===== src/i2cm_pkg.sv =====
package i2cm_pkg;

  localparam int SLAVE_DEPTH = 256;
  localparam int ADDR_W      = $clog2(SLAVE_DEPTH);

  // Bus phase codes
  localparam logic [1:0] PH_IDLE  = 2'd0;
  localparam logic [1:0] PH_READ  = 2'd1;
  localparam logic [1:0] PH_WADDR = 2'd2;
  localparam logic [1:0] PH_WDATA = 2'd3;

  // Register word offsets
  localparam logic [2:0] REG_PRESCALE = 3'd0;
  localparam logic [2:0] REG_ENABLE   = 3'd1;
  localparam logic [2:0] REG_TX       = 3'd2;
  localparam logic [2:0] REG_CTRL     = 3'd3;
  localparam logic [2:0] REG_RX       = 3'd4;
  localparam logic [2:0] REG_STATUS   = 3'd5;

  // Control commands
  localparam logic [31:0] CMD_SEND     = 32'h0000_0010;
  localparam logic [31:0] CMD_READ_ACK = 32'h0000_0020;
  localparam logic [31:0] CMD_READ_NAK = 32'h0000_0028;
  localparam logic [31:0] CMD_STOP     = 32'h0000_0040;
  localparam logic [31:0] CMD_START    = 32'h0000_0090;

  localparam logic [31:0] STAT_BUSY = 32'h0000_0041;
  localparam logic [31:0] STAT_DONE = 32'h0000_0081;

  // Fault codes
  localparam logic [2:0] FLT_NONE     = 3'd0;
  localparam logic [2:0] FLT_BAD_REG  = 3'd1;
  localparam logic [2:0] FLT_PHASE    = 3'd2;
  localparam logic [2:0] FLT_BAD_CMD  = 3'd3;
  localparam logic [2:0] FLT_RX_WRITE = 3'd4;
  localparam logic [2:0] FLT_READ_ACK = 3'd5;

  // Slave clear rule: writing CLR_BYTE to CLR_ADDR zeroes SP_BASE..SP_BASE+2
  localparam logic [ADDR_W-1:0] SP_BASE  = 8'h13;
  localparam logic [ADDR_W-1:0] SP_LAST  = 8'h15;
  localparam logic [ADDR_W-1:0] CLR_ADDR = 8'h19;
  localparam logic [7:0]        CLR_BYTE = 8'h31;

  typedef struct packed {
    logic              wr;
    logic              rd;
    logic [ADDR_W-1:0] addr;
    logic [7:0]        data;
  } store_req_t;

  function automatic logic [7:0] dflt_byte(input logic [ADDR_W-1:0] a);
    logic [7:0] v;
    unique case (a)
      8'h02: v = 8'h23;  8'h03: v = 8'h60;  8'h04: v = 8'hA3;  8'h07: v = 8'h0C;
      8'h08: v = 8'h9B;  8'h09: v = 8'h99;  8'h0A: v = 8'h2A;  8'h0B: v = 8'hA5;
      8'h11: v = 8'h89;  8'h16: v = 8'h3F;  8'h19: v = 8'h30;  8'h1A: v = 8'h14;
      8'h1D: v = 8'h30;  8'h1E: v = 8'hDA;  8'h21: v = 8'h10;  8'h22: v = 8'h80;
      8'h24: v = 8'hB2;  8'h25: v = 8'h04;  8'h26: v = 8'h64;  8'h27: v = 8'h02;
      8'h28: v = 8'hE9;  8'h2A: v = 8'h93;  8'h2B: v = 8'h1C;  8'h2C: v = 8'h16;
      8'h2D: v = 8'h04;  8'h2E: v = 8'h56;  8'h2F: v = 8'h1F;  8'h30: v = 8'h49;
      8'h31: v = 8'h1D;  8'h32: v = 8'h9F;  8'h33: v = 8'h1E;  8'h34: v = 8'h16;
      8'h35: v = 8'h04;  8'h3D: v = 8'h80;  8'h68: v = 8'h04;  8'h6B: v = 8'h10;
      8'h6C: v = 8'h03;  8'h73: v = 8'h20;  8'h75: v = 8'h60;  8'h76: v = 8'hE4;
      8'h77: v = 8'h20;  8'h78: v = 8'hC1;  8'h7E: v = 8'h02;  8'h87: v = 8'h08;
      8'h89: v = 8'h80;  8'h93: v = 8'h03;  8'h94: v = 8'h60;  8'h95: v = 8'h8F;
      8'h96: v = 8'h30;  8'hA7: v = 8'h0A;  8'hA8: v = 8'h83;  8'hFF: v = 8'h04;
      default: v = 8'h00;
    endcase
    return v;
  endfunction

endpackage


===== src/i2cm_in_if.sv =====
interface i2cm_in_if;
  logic        valid;
  logic        ready;
  logic        kind;
  logic [2:0]  reg_word;
  logic [31:0] write_data;

  modport source (output valid, kind, reg_word, write_data, input ready);
  modport sink   (input valid, kind, reg_word, write_data, output ready);
endinterface


===== src/i2cm_out_if.sv =====
interface i2cm_out_if;
  logic        valid;
  logic        ready;
  logic [31:0] read_data;
  logic        read_ok;
  logic [2:0]  fault;

  modport source (output valid, read_data, read_ok, fault, input ready);
  modport sink   (input valid, read_data, read_ok, fault, output ready);
endinterface


===== src/i2cm_store.sv =====
module i2cm_store (
  input  logic                 clk,
  input  logic                 rst,
  input  i2cm_pkg::store_req_t req,
  output logic [7:0]           rdata
);

  logic [7:0]                     mem [i2cm_pkg::SLAVE_DEPTH];
  logic [i2cm_pkg::SLAVE_DEPTH-1:0] vld;
  logic [7:0]                     sp [3];
  logic                           sp_hit;
  logic [1:0]                     sp_idx;
  logic                           clr;

  logic [7:0] mem_q;
  logic [7:0] sp_q;
  logic [7:0] dflt_q;
  logic       sp_hit_q;
  logic       vld_q;

  assign sp_hit = (req.addr >= i2cm_pkg::SP_BASE) && (req.addr <= i2cm_pkg::SP_LAST);
  assign sp_idx = 2'(req.addr - i2cm_pkg::SP_BASE);
  assign clr    = req.wr && (req.addr == i2cm_pkg::CLR_ADDR)
                  && (req.data == i2cm_pkg::CLR_BYTE);

  always_ff @(posedge clk) begin
    if (req.wr && !sp_hit) begin
      mem[req.addr] <= req.data;
    end
    if (req.rd) begin
      mem_q    <= mem[req.addr];
      sp_q     <= sp[sp_idx];
      dflt_q   <= i2cm_pkg::dflt_byte(req.addr);
      sp_hit_q <= sp_hit;
      vld_q    <= vld[req.addr];
    end
  end

  // Entries never written read their device default
  always_ff @(posedge clk) begin
    if (rst) begin
      vld   <= '0;
      sp[0] <= '0;
      sp[1] <= '0;
      sp[2] <= '0;
    end else if (req.wr) begin
      if (sp_hit) begin
        sp[sp_idx] <= req.data;
      end else begin
        vld[req.addr] <= 1'b1;
      end
      if (clr) begin
        sp[0] <= '0;
        sp[1] <= '0;
        sp[2] <= '0;
      end
    end
  end

  assign rdata = sp_hit_q ? sp_q : (vld_q ? mem_q : dflt_q);

endmodule


===== src/i2c_master_with_register_slave.sv =====
// Each accepted transaction's result is registered in the output register.
// Throughput: one transaction per cycle unless rsp stalls; a NACK read's store read
// is registered in the store, then in rx, and forwarded to an rx read right after.
// Reset (rst, synchronous): state registers clear, phase goes idle; slave store
// entries read their device default until written, tracked by one valid flop per entry.
module i2c_master_with_register_slave (
  input  logic        clk,
  input  logic        rst,
  i2cm_in_if.sink     req,
  i2cm_out_if.source  rsp
);

  logic [31:0] enable_word,   enable_word_next;
  logic [31:0] transmit_word, transmit_word_next;
  logic [7:0]  receive_byte;
  logic [31:0] status_word,   status_word_next;
  logic [1:0]  bus_phase,     bus_phase_next;
  logic [7:0]  slave_pointer, slave_pointer_next;
  logic        rx_pending;

  logic        acc;
  logic [7:0]  rx_cur;
  logic [7:0]  store_rdata;
  logic [31:0] rdata_c;
  logic        ok_c;
  logic [2:0]  fault_c;
  logic        rd_issue;
  i2cm_pkg::store_req_t sreq;

  assign req.ready = !rsp.valid || rsp.ready;
  assign acc       = req.valid && req.ready;
  assign rx_cur    = rx_pending ? store_rdata : receive_byte;

  always_comb begin
    enable_word_next   = enable_word;
    transmit_word_next = transmit_word;
    status_word_next   = status_word;
    bus_phase_next     = bus_phase;
    slave_pointer_next = slave_pointer;
    rdata_c            = '0;
    ok_c               = 1'b0;
    fault_c            = i2cm_pkg::FLT_NONE;
    rd_issue           = 1'b0;
    sreq.wr            = 1'b0;
    sreq.addr          = slave_pointer;
    sreq.data          = transmit_word[7:0];
    if (req.kind) begin
      unique case (req.reg_word)
        i2cm_pkg::REG_PRESCALE: ;
        i2cm_pkg::REG_ENABLE:   enable_word_next   = req.write_data;
        i2cm_pkg::REG_TX:       transmit_word_next = req.write_data;
        i2cm_pkg::REG_RX:       fault_c = i2cm_pkg::FLT_RX_WRITE;
        i2cm_pkg::REG_STATUS:   status_word_next   = req.write_data;
        i2cm_pkg::REG_CTRL: begin
          unique case (req.write_data)
            i2cm_pkg::CMD_SEND: begin
              priority if (bus_phase == i2cm_pkg::PH_WADDR) begin
                status_word_next   = i2cm_pkg::STAT_BUSY;
                slave_pointer_next = transmit_word[7:0];
                bus_phase_next     = i2cm_pkg::PH_WDATA;
              end else if (bus_phase == i2cm_pkg::PH_WDATA) begin
                sreq.wr = 1'b1;
              end else begin
                fault_c = i2cm_pkg::FLT_PHASE;
              end
            end
            i2cm_pkg::CMD_READ_ACK: fault_c = i2cm_pkg::FLT_READ_ACK;
            i2cm_pkg::CMD_READ_NAK: begin
              if (bus_phase == i2cm_pkg::PH_READ) begin
                rd_issue = 1'b1;
              end else begin
                fault_c = i2cm_pkg::FLT_PHASE;
              end
            end
            i2cm_pkg::CMD_STOP: begin
              status_word_next = i2cm_pkg::STAT_DONE;
              bus_phase_next   = i2cm_pkg::PH_IDLE;
            end
            i2cm_pkg::CMD_START: begin
              status_word_next = i2cm_pkg::STAT_BUSY;
              bus_phase_next   = transmit_word[0] ? i2cm_pkg::PH_READ : i2cm_pkg::PH_WADDR;
            end
            default: fault_c = i2cm_pkg::FLT_BAD_CMD;
          endcase
        end
        default: fault_c = i2cm_pkg::FLT_BAD_REG;
      endcase
    end else begin
      unique case (req.reg_word)
        i2cm_pkg::REG_ENABLE: begin
          rdata_c = enable_word;
          ok_c    = 1'b1;
        end
        i2cm_pkg::REG_RX: begin
          rdata_c = {24'd0, rx_cur};
          ok_c    = 1'b1;
        end
        i2cm_pkg::REG_STATUS: begin
          rdata_c = status_word;
          ok_c    = 1'b1;
        end
        default: fault_c = i2cm_pkg::FLT_BAD_REG;
      endcase
    end
    sreq.wr = sreq.wr && acc;
    sreq.rd = rd_issue && acc;
  end

  i2cm_store u_store (
    .clk   (clk),
    .rst   (rst),
    .req   (sreq),
    .rdata (store_rdata)
  );

  always_ff @(posedge clk) begin
    if (rst) begin
      enable_word   <= '0;
      transmit_word <= '0;
      receive_byte  <= '0;
      status_word   <= '0;
      bus_phase     <= i2cm_pkg::PH_IDLE;
      slave_pointer <= '0;
      rx_pending    <= 1'b0;
      rsp.valid     <= 1'b0;
    end else begin
      // Land the store read in rx once the store has registered it for the NACK read
      rx_pending <= sreq.rd;
      if (rx_pending) begin
        receive_byte <= store_rdata;
      end
      if (acc) begin
        enable_word   <= enable_word_next;
        transmit_word <= transmit_word_next;
        status_word   <= status_word_next;
        bus_phase     <= bus_phase_next;
        slave_pointer <= slave_pointer_next;
      end
      if (acc) begin
        rsp.valid <= 1'b1;
      end else if (rsp.ready) begin
        rsp.valid <= 1'b0;
      end
    end
  end

  always_ff @(posedge clk) begin
    if (acc) begin
      rsp.read_data <= rdata_c;
      rsp.read_ok   <= ok_c;
      rsp.fault     <= fault_c;
    end
  end

endmodule


===== src/flat_wrapper.sv =====
// flat-port wrapper written by rule: the top's interface ports become plain ports
module i2c_master_with_register_slave_flat 
  (clk, rst, req_valid, req_kind, req_reg_word, req_write_data, req_ready, rsp_valid, rsp_read_data, rsp_read_ok, rsp_fault, rsp_ready);
  i2cm_in_if req_i ();
  i2cm_out_if rsp_i ();
  input  logic clk;
  input  logic rst;
  input wire logic [$bits(req_i.valid)-1:0] req_valid;
  input wire logic [$bits(req_i.kind)-1:0] req_kind;
  input wire logic [$bits(req_i.reg_word)-1:0] req_reg_word;
  input wire logic [$bits(req_i.write_data)-1:0] req_write_data;
  output wire logic [$bits(req_i.ready)-1:0] req_ready;
  output wire logic [$bits(rsp_i.valid)-1:0] rsp_valid;
  output wire logic [$bits(rsp_i.read_data)-1:0] rsp_read_data;
  output wire logic [$bits(rsp_i.read_ok)-1:0] rsp_read_ok;
  output wire logic [$bits(rsp_i.fault)-1:0] rsp_fault;
  input wire logic [$bits(rsp_i.ready)-1:0] rsp_ready;
  assign req_i.valid = req_valid;
  assign req_i.kind = req_kind;
  assign req_i.reg_word = req_reg_word;
  assign req_i.write_data = req_write_data;
  assign req_ready = req_i.ready;
  assign rsp_valid = rsp_i.valid;
  assign rsp_read_data = rsp_i.read_data;
  assign rsp_read_ok = rsp_i.read_ok;
  assign rsp_fault = rsp_i.fault;
  assign rsp_i.ready = rsp_ready;
  i2c_master_with_register_slave u_core (.clk(clk), .rst(rst), .req(req_i), .rsp(rsp_i));
endmodule

===== config.mk =====
export PLATFORM = sky130hd
export DESIGN_NAME = i2c_master_with_register_slave_flat
export DESIGN_NICKNAME = d
export VERILOG_FILES = /design/src/i2cm_pkg.sv /design/src/i2cm_in_if.sv /design/src/i2cm_out_if.sv /design/src/i2cm_store.sv /design/src/i2c_master_with_register_slave.sv /design/src/flat_wrapper.sv
export SDC_FILE = /design/constraint.sdc
export NUM_CORES = 2
export LEC_CHECK = 0
export BUFFER_PORTS_ARGS = -buffer_cell sky130_fd_sc_hd__buf_2
export CELL_PAD_IN_SITES_DETAIL_PLACEMENT = 0
export CELL_PAD_IN_SITES_GLOBAL_PLACEMENT = 2
export CORE_AREA = 4 4 456 458
export DETAILED_ROUTE_END_ITERATION = 16
export DIE_AREA = 0 0 460 462
export GPL_ROUTABILITY_DRIVEN = 0
export PLACE_DENSITY_LB_ADDON = 0.1
export SYNTH_ARGS = -nofsm -noshare
export SYNTH_HDL_FRONTEND = slang
export SYNTH_MEMORY_MAX_BITS = 65536
export SYNTH_SLANG_ARGS = --single-unit
export TNS_END_PERCENT = 10

===== constraint.sdc =====
create_clock -name clk -period 7.2 [get_ports clk]
set_clock_uncertainty 0.2 [all_clocks]
set_input_delay 0.36 -clock clk [delete_from_list [all_inputs] [get_ports clk]]
set_output_delay 0.36 -clock clk [all_outputs]
set_load 0.1 [all_outputs]

# Word level (Yosys, flattened, before mapping)
# Memory sizes are Yosys's and may differ from the RTL's. A register that Yosys moved wholly into a read port is not among the register bits.
# Cells that the tools add are included.
[totals] mem_count=3 mem_bits_rw=2072 input_bits=40 elab_cells=121 register_bits=386 out_inout_bits=38 rom_bits=2048
[op_classes] n_mux=51 order_cmp=4 eq_ne=18 add_sub_neg=1 reduce_logical=25 n_bitwise=5
[mem_list] memory="(name not given)" words=256 width=8 read_ports=1 rd_ports_with_merged_regs=1 write_ports=0 line="i2cm_pkg.sv:53" source="unique case (a)"
[mem_list] memory="u_core.u_store.mem" words=256 width=8 read_ports=1 rd_ports_with_merged_regs=1 write_ports=1 line="i2cm_store.sv:8" source="logic [7:0] mem [i2cm_pkg::SLAVE_DEPTH];"
[mem_list] memory="u_core.u_store.sp" words=3 width=8 read_ports=1 rd_ports_with_merged_regs=1 write_ports=3 line="i2cm_store.sv:10" source="logic [7:0] sp [3];"
[op_table] cell="256-bit OR" count=1
[op_table] cell="32-bit one-hot mux with 3 select lines" count=2
[op_table] cell="32-bit by 6-bit equality test with 1-bit output (second input constant)" count=2
[op_table] cell="32-bit one-hot mux with 2 select lines" count=1
[op_table] cell="8-bit 2-to-1 mux" count=7
[op_table] cell="32-bit by 5-bit equality test with 1-bit output (second input constant)" count=1
[op_table] cell="32-bit by 7-bit equality test with 1-bit output (second input constant)" count=1
[op_table] cell="32-bit by 8-bit equality test with 1-bit output (second input constant)" count=1
[op_table] cell="32-bit 2-to-1 mux" count=1
[op_table] cell="1-bit 2-to-1 mux" count=28
[op_table] cell="5-bit AND reduction" count=3
[op_table] cell="3-bit one-hot mux with 4 select lines" count=1
[op_table] cell="2-bit 2-to-1 mux" count=5
[op_table] cell="8-bit by 9-bit less-than comparator with 1-bit output (second input constant)" count=1
[op_table] cell="3-bit one-hot mux with 3 select lines" count=1
[op_table] cell="1-bit binary-select mux with 8-bit select" count=1
[op_table] cell="1-bit demux with 8-bit select" count=1
[op_table] cell="8-bit by 5-bit equality test with 1-bit output (second input constant)" count=1
[op_table] cell="8-bit by 6-bit equality test with 1-bit output (second input constant)" count=1
[op_table] cell="8-bit by 1-bit greater-or-equal comparator with 1-bit output (second input constant)" count=1
[op_table] cell="8-bit by 5-bit greater-or-equal comparator with 1-bit output (second input constant)" count=1
[op_table] cell="8-bit by 5-bit <= comparator with 1-bit output (second input constant)" count=1
[op_table] cell="1-bit logical AND" count=8
[op_table] cell="8-bit OR reduction" count=1
[op_table] cell="other kinds (23)" count=32

# Logic depth before layout (Yosys ltp)
[logic_depth] depth_word=15 ltp_mapped=14 ltp_nobuf=8

# By module
# From an unflattened synthesis, not the netlist that was laid out.
[hier_totals] hier_cells=5728 area_unflattened_um2=97843.8
[by_module_without_submodules] mod="i2cm_store" seq_area_each_um2=68365.6 instances=1 cells_each=5231 area_each_um2=92723.9
[by_module_without_submodules] mod="i2c_master_with_register_slave" seq_area_each_um2=2922.8 instances=1 cells_each=497 area_each_um2=5119.9

# Least setup slack after synthesis
# No wires, ideal clock.
[synth_path] kind="reg2reg" from="register u_core.transmit_word[2]" to="memory u_core.u_store.sp[0][0] (enable)" slack_ns=1.911 setup_ns=0.301 stages_incl_launch_ff=6 period_less_slack_ns=5.289 t_arrival_ns=4.788 path_buffers=0 required_ns=6.699 path_cell_list="dfxtp_1 -> inv_1 -> nand4_1 -> nor4_1 -> a21oi_1 -> nand2_1"
[synth_lines] item="start, declared" line="i2c_master_with_register_slave.sv:14" source="logic [31:0] transmit_word, transmit_word_next;"
[synth_lines] item="start signal, assigned" line="i2c_master_with_register_slave.sv:134" source="transmit_word <= transmit_word_next;"
[synth_lines] item="end, declared" line="i2cm_store.sv:10"

# Final worst setup path
[layout_path] from="register u_core.slave_pointer[0]" to="memory u_core.u_store.mem[87][5] (enable)"
[layout_via] elab_chain_cells=6 elab_cells_between_ends=7 classes_between="2 x order compare; 2 x mux; 3 x reduce/logical"
[layout_lines] item="start, declared" line="i2c_master_with_register_slave.sv:18" source="logic [7:0] slave_pointer, slave_pointer_next;"
[layout_lines] item="start signal, assigned" line="i2c_master_with_register_slave.sv:137" source="slave_pointer <= slave_pointer_next;"
[layout_lines] item="8-bit by 5-bit greater-or-equal comparator with 1-bit output / 8-bit by 5-bit <= comparator with 1-bit output (equally long branches)" line="i2cm_store.sv:21" source="assign sp_hit = (req.addr >= i2cm_pkg::SP_BASE) && (req.addr <= i2cm_pkg::SP_LAST);"
[layout_lines] item="1-bit logical AND" line="i2cm_store.sv:21"
[layout_lines] item="1-bit logical NOT" line="i2cm_store.sv:27" source="if (req.wr && !sp_hit) begin"
[layout_lines] item="1-bit logical AND" line="i2cm_store.sv:27"
[layout_lines] item="1-bit 2-to-1 mux" line="i2cm_store.sv:27"
[layout_lines] item="1-bit 2-to-1 mux (implied by the code)" line="i2cm_store.sv:28" source="mem[req.addr] <= req.data;"
[layout_lines] item="end, declared" line="i2cm_store.sv:8"
# Several ways; a longest one is shown, not always the timed one.

==> results_dict.tcl <==
set metrics [dict create \
    ios 78 \
    yosysMostFrequentCell "edfxtp_1" \
    outcome "finished with violations" \
    violations "max-slew violations" \
    final_antenna_net_count 0 \
    avgRoutedWirePerCell_um 31.41 \
    crit_top_cell "nor2_1" \
    layout.area.seq_um2 71330 \
    path_class "flip-flop to flip-flop" \
    cp_max_fo 23 \
    worstMarginPinSlew_ns 1.555 \
    root_buffer "clkbuf_16" \
    synthFlopType "edfxtp_1" \
    finalInstanceArea_um2 110200 \
    pre_cts_ws_ns 1.547 \
    drt_first_pass_iters 6 \
    grt_use_total_pct 26.06 \
    power_mw 29.37 \
    ys_ff_latch 2490 \
    multi_input_area_um2 24700 \
    numCtsBuffers 282 \
    cts_tree "built" \
    die_w_um 460 \
    vias 54090 \
    drc 0 \
    max_clock_freq_mhz 186.2 \
    synth_commonest_cells "2142 x edfxtp_1, 625 x nor2_1, 501 x mux2i_1" \
    io_buffers 77 \
    yosysWarnings 0 \
    cts.clk_slew.worst_paths_ns 0.06 \
    dieArea_um2 212500 \
    post_cts.repair.setup_buffers 0 \
    synth.top_cell.area_share_pct 65.90 \
    tns_ns 0 \
    placed_cell_area_um2 101100 \
    arrival_ns 5.71 \
    grt_pass1_vias 53880 \
    drv_slew 44 \
    antenna_found_initial 17 \
    die_h_um 462 \
    synth_top_area_cell "edfxtp_1" \
    clock_latency_ns 0.91 \
    grt_pass1_wl_um 397100 \
    area_growth_pct 12.92 \
    relSlewSlack_pct -3.675 \
    holdCritPathClass "input pin to flip-flop" \
    rsz0062_at_grt "no" \
    cts_resized 0 \
    setup_violations 0 \
    slowest_stage "nor2_1" \
    fin_crit_sh_pct 74.58 \
    synthArstFlopShare_pct 0 \
    utilization_pct 54.04 \
    setup_slack_ns 1.830 \
    crit_path_cell_trace "inv_1, ha_1, nor2_1, a2111oi_4, buf_4, nor3_4, nand2_2, nor2_1" \
    hold_violations 0 \
    drive_gt1_share_pct 17.05 \
    synth_edf_count 2142 \
    drt_iter0_drc 6211 \
    num_rows 166 \
    ir_drop_v 0.0002686 \
    htreeDepth 5 \
    cap_violations 0 \
    synth.distinct_cells 74 \
    cts_sinks 2490 \
    grt_overflow 0 \
    synthCells 5831 \
    routed_via_density 6.106 \
    cts_max_path_buffers 4 \
    p_per_area_nw_per_um2 266.5 \
    ys_seq_area_share_pct 73.04 \
    leakage_nw 37.48 \
    crit_path_end_kind "flip-flop" \
    core_um2 204000 \
    grt_max_degree 216 \
    mappedNetlistArea_um2 97600 \
    critPathMaxStageDelay_ns 0.91 \
    nets 6018 \
    dp_hpwl_um 164900 \
    layout_min_cycle_time_ns 5.370 \
    startpoint_type "flip-flop" \
    crit_family "simple AND/OR/NAND/NOR gates" \
    yosys-top-cells-area "edfxtp_1 66%, mux4_2 8.8%, dfxtp_1 7.1%" \
    crit_buf_inv 2 \
    avgSynthCellArea_um2 16.74 \
    wirelength_um 278300 \
    crit_required_ns 7.54 \
    hold_buffers 50 \
    n_fill_cell 16220 \
    start_util_pct 47.85 \
]
==> report_power, final <==
| group | internal [mW] | leakage (nW) | switching (mW) |
|---|---|---|---|
| logic | 0.0520 | 6.44 | 0.222 |
| clock network | 8.05 | 4.22 | 5.53 |
| registers | 15.5 | 26.8 | 0.0157 |
| total | 23.6 | 37.5 | 5.77 |
==> final timing paths <==
kind                            from                   endpoint  slack [ns]  depth (start not counted)
max reg2reg  u_core.slave_pointer[0]  u_core.u_store.mem[87][5]        1.83                          8
min               req_write_data[16]     u_core.status_word[16]        0.10                          4
min reg2reg    u_core.enable_word[6]      u_core.enable_word[6]        0.25                          2
max          u_core.slave_pointer[0]  u_core.u_store.mem[87][5]        1.83                          8
==> final cells by class <==
cell class | instances | share of cell area [%]
antenna | 4 | 0.009082
clock buffer | 365 | 6.962
clock inverter | 115 | 0.8571
inverter | 17 | 0.05790
multi-input combinational | 2910 | 22.41
sequential | 2490 | 64.72
tap | 2688 | 3.052
timing repair buffer | 269 | 1.928
==> worst reg2reg max path, delay by kind of cell, from the launching register on <==
family	cells	cell delay (ns)
AOI/OAI and AO/OA	1	0.11
and+or+nand+nor	4	2.84
adders and majority gates	1	0.50
buffers and inverters	2	0.71
DFF	1	0.66
==> metal layers <==
metal	routed length [um]	GRT usage, %
met5	16	0
met4	7507	7.500
met3	18870	4.561
met2	134600	42.46
met1	117300	36.36
==> through the flow <==
step                      instances  hold WS [ns]
after floorplan                5854        0.2315
after global placement         8322        0.2413
after detailed placement       8323        0.2462
after CTS                      8853       0.02128
after global routing           8855       0.05503
final                          8858        0.1038
==> placed cells by master, fill, tap and decap left out, types with 134 or more instances in the layout <==
cell / Yosys / layout
dfxtp_1: 348 / 336
mux2i_1: 501 / 501
clkbuf_16: 0 / 294
a21oi_1: 323 / 322
nor2_1: 625 / 618
mux4_2: 381 / 381
a211oi_1: 134 / 134
o21ai_0: 158 / 158
edfxtp_1: 2142 / 2142
nand2_1: 168 / 155
==> registers in the layout (all words and copies together), names as in the netlist, 2 cells and up <==
signal / flops
u_core.enable_word: 32
u_core.u_store.mem: 2048
u_core.status_word: 32
u_core.u_store.sp: 32
u_core.u_store.mem_q: 8
u_core.u_store.vld: 256
u_core.transmit_word: 8
u_core.rsp.read_data: 32
u_core.receive_byte: 8
u_core.bus_phase: 2
u_core.u_store.dflt_q: 8
u_core.slave_pointer: 8
u_core.u_store.sp_q: 8
u_core.rsp.fault: 3
==> logic make-up (layout without fill, tap and decap cells) <==
family / after synthesis / in the layout / share of synthesized area (%)
AO/OA/AOI/OAI: 993 / 993 / 6.416
XOR/XNOR: 2 / 2 / 0.01795
adder cells (fa/ha/maj): 8 / 8 / 0.1026
buffers and inverters: 454 / 766 / 2.010
flip-flops: 2490 / 2490 / 73.04
multiplexers: 890 / 890 / 14.02
other: 1 / 28 / 0.003842
AND/OR/NAND/NOR: 993 / 993 / 4.391
Power figures use the tool's default switching activity.
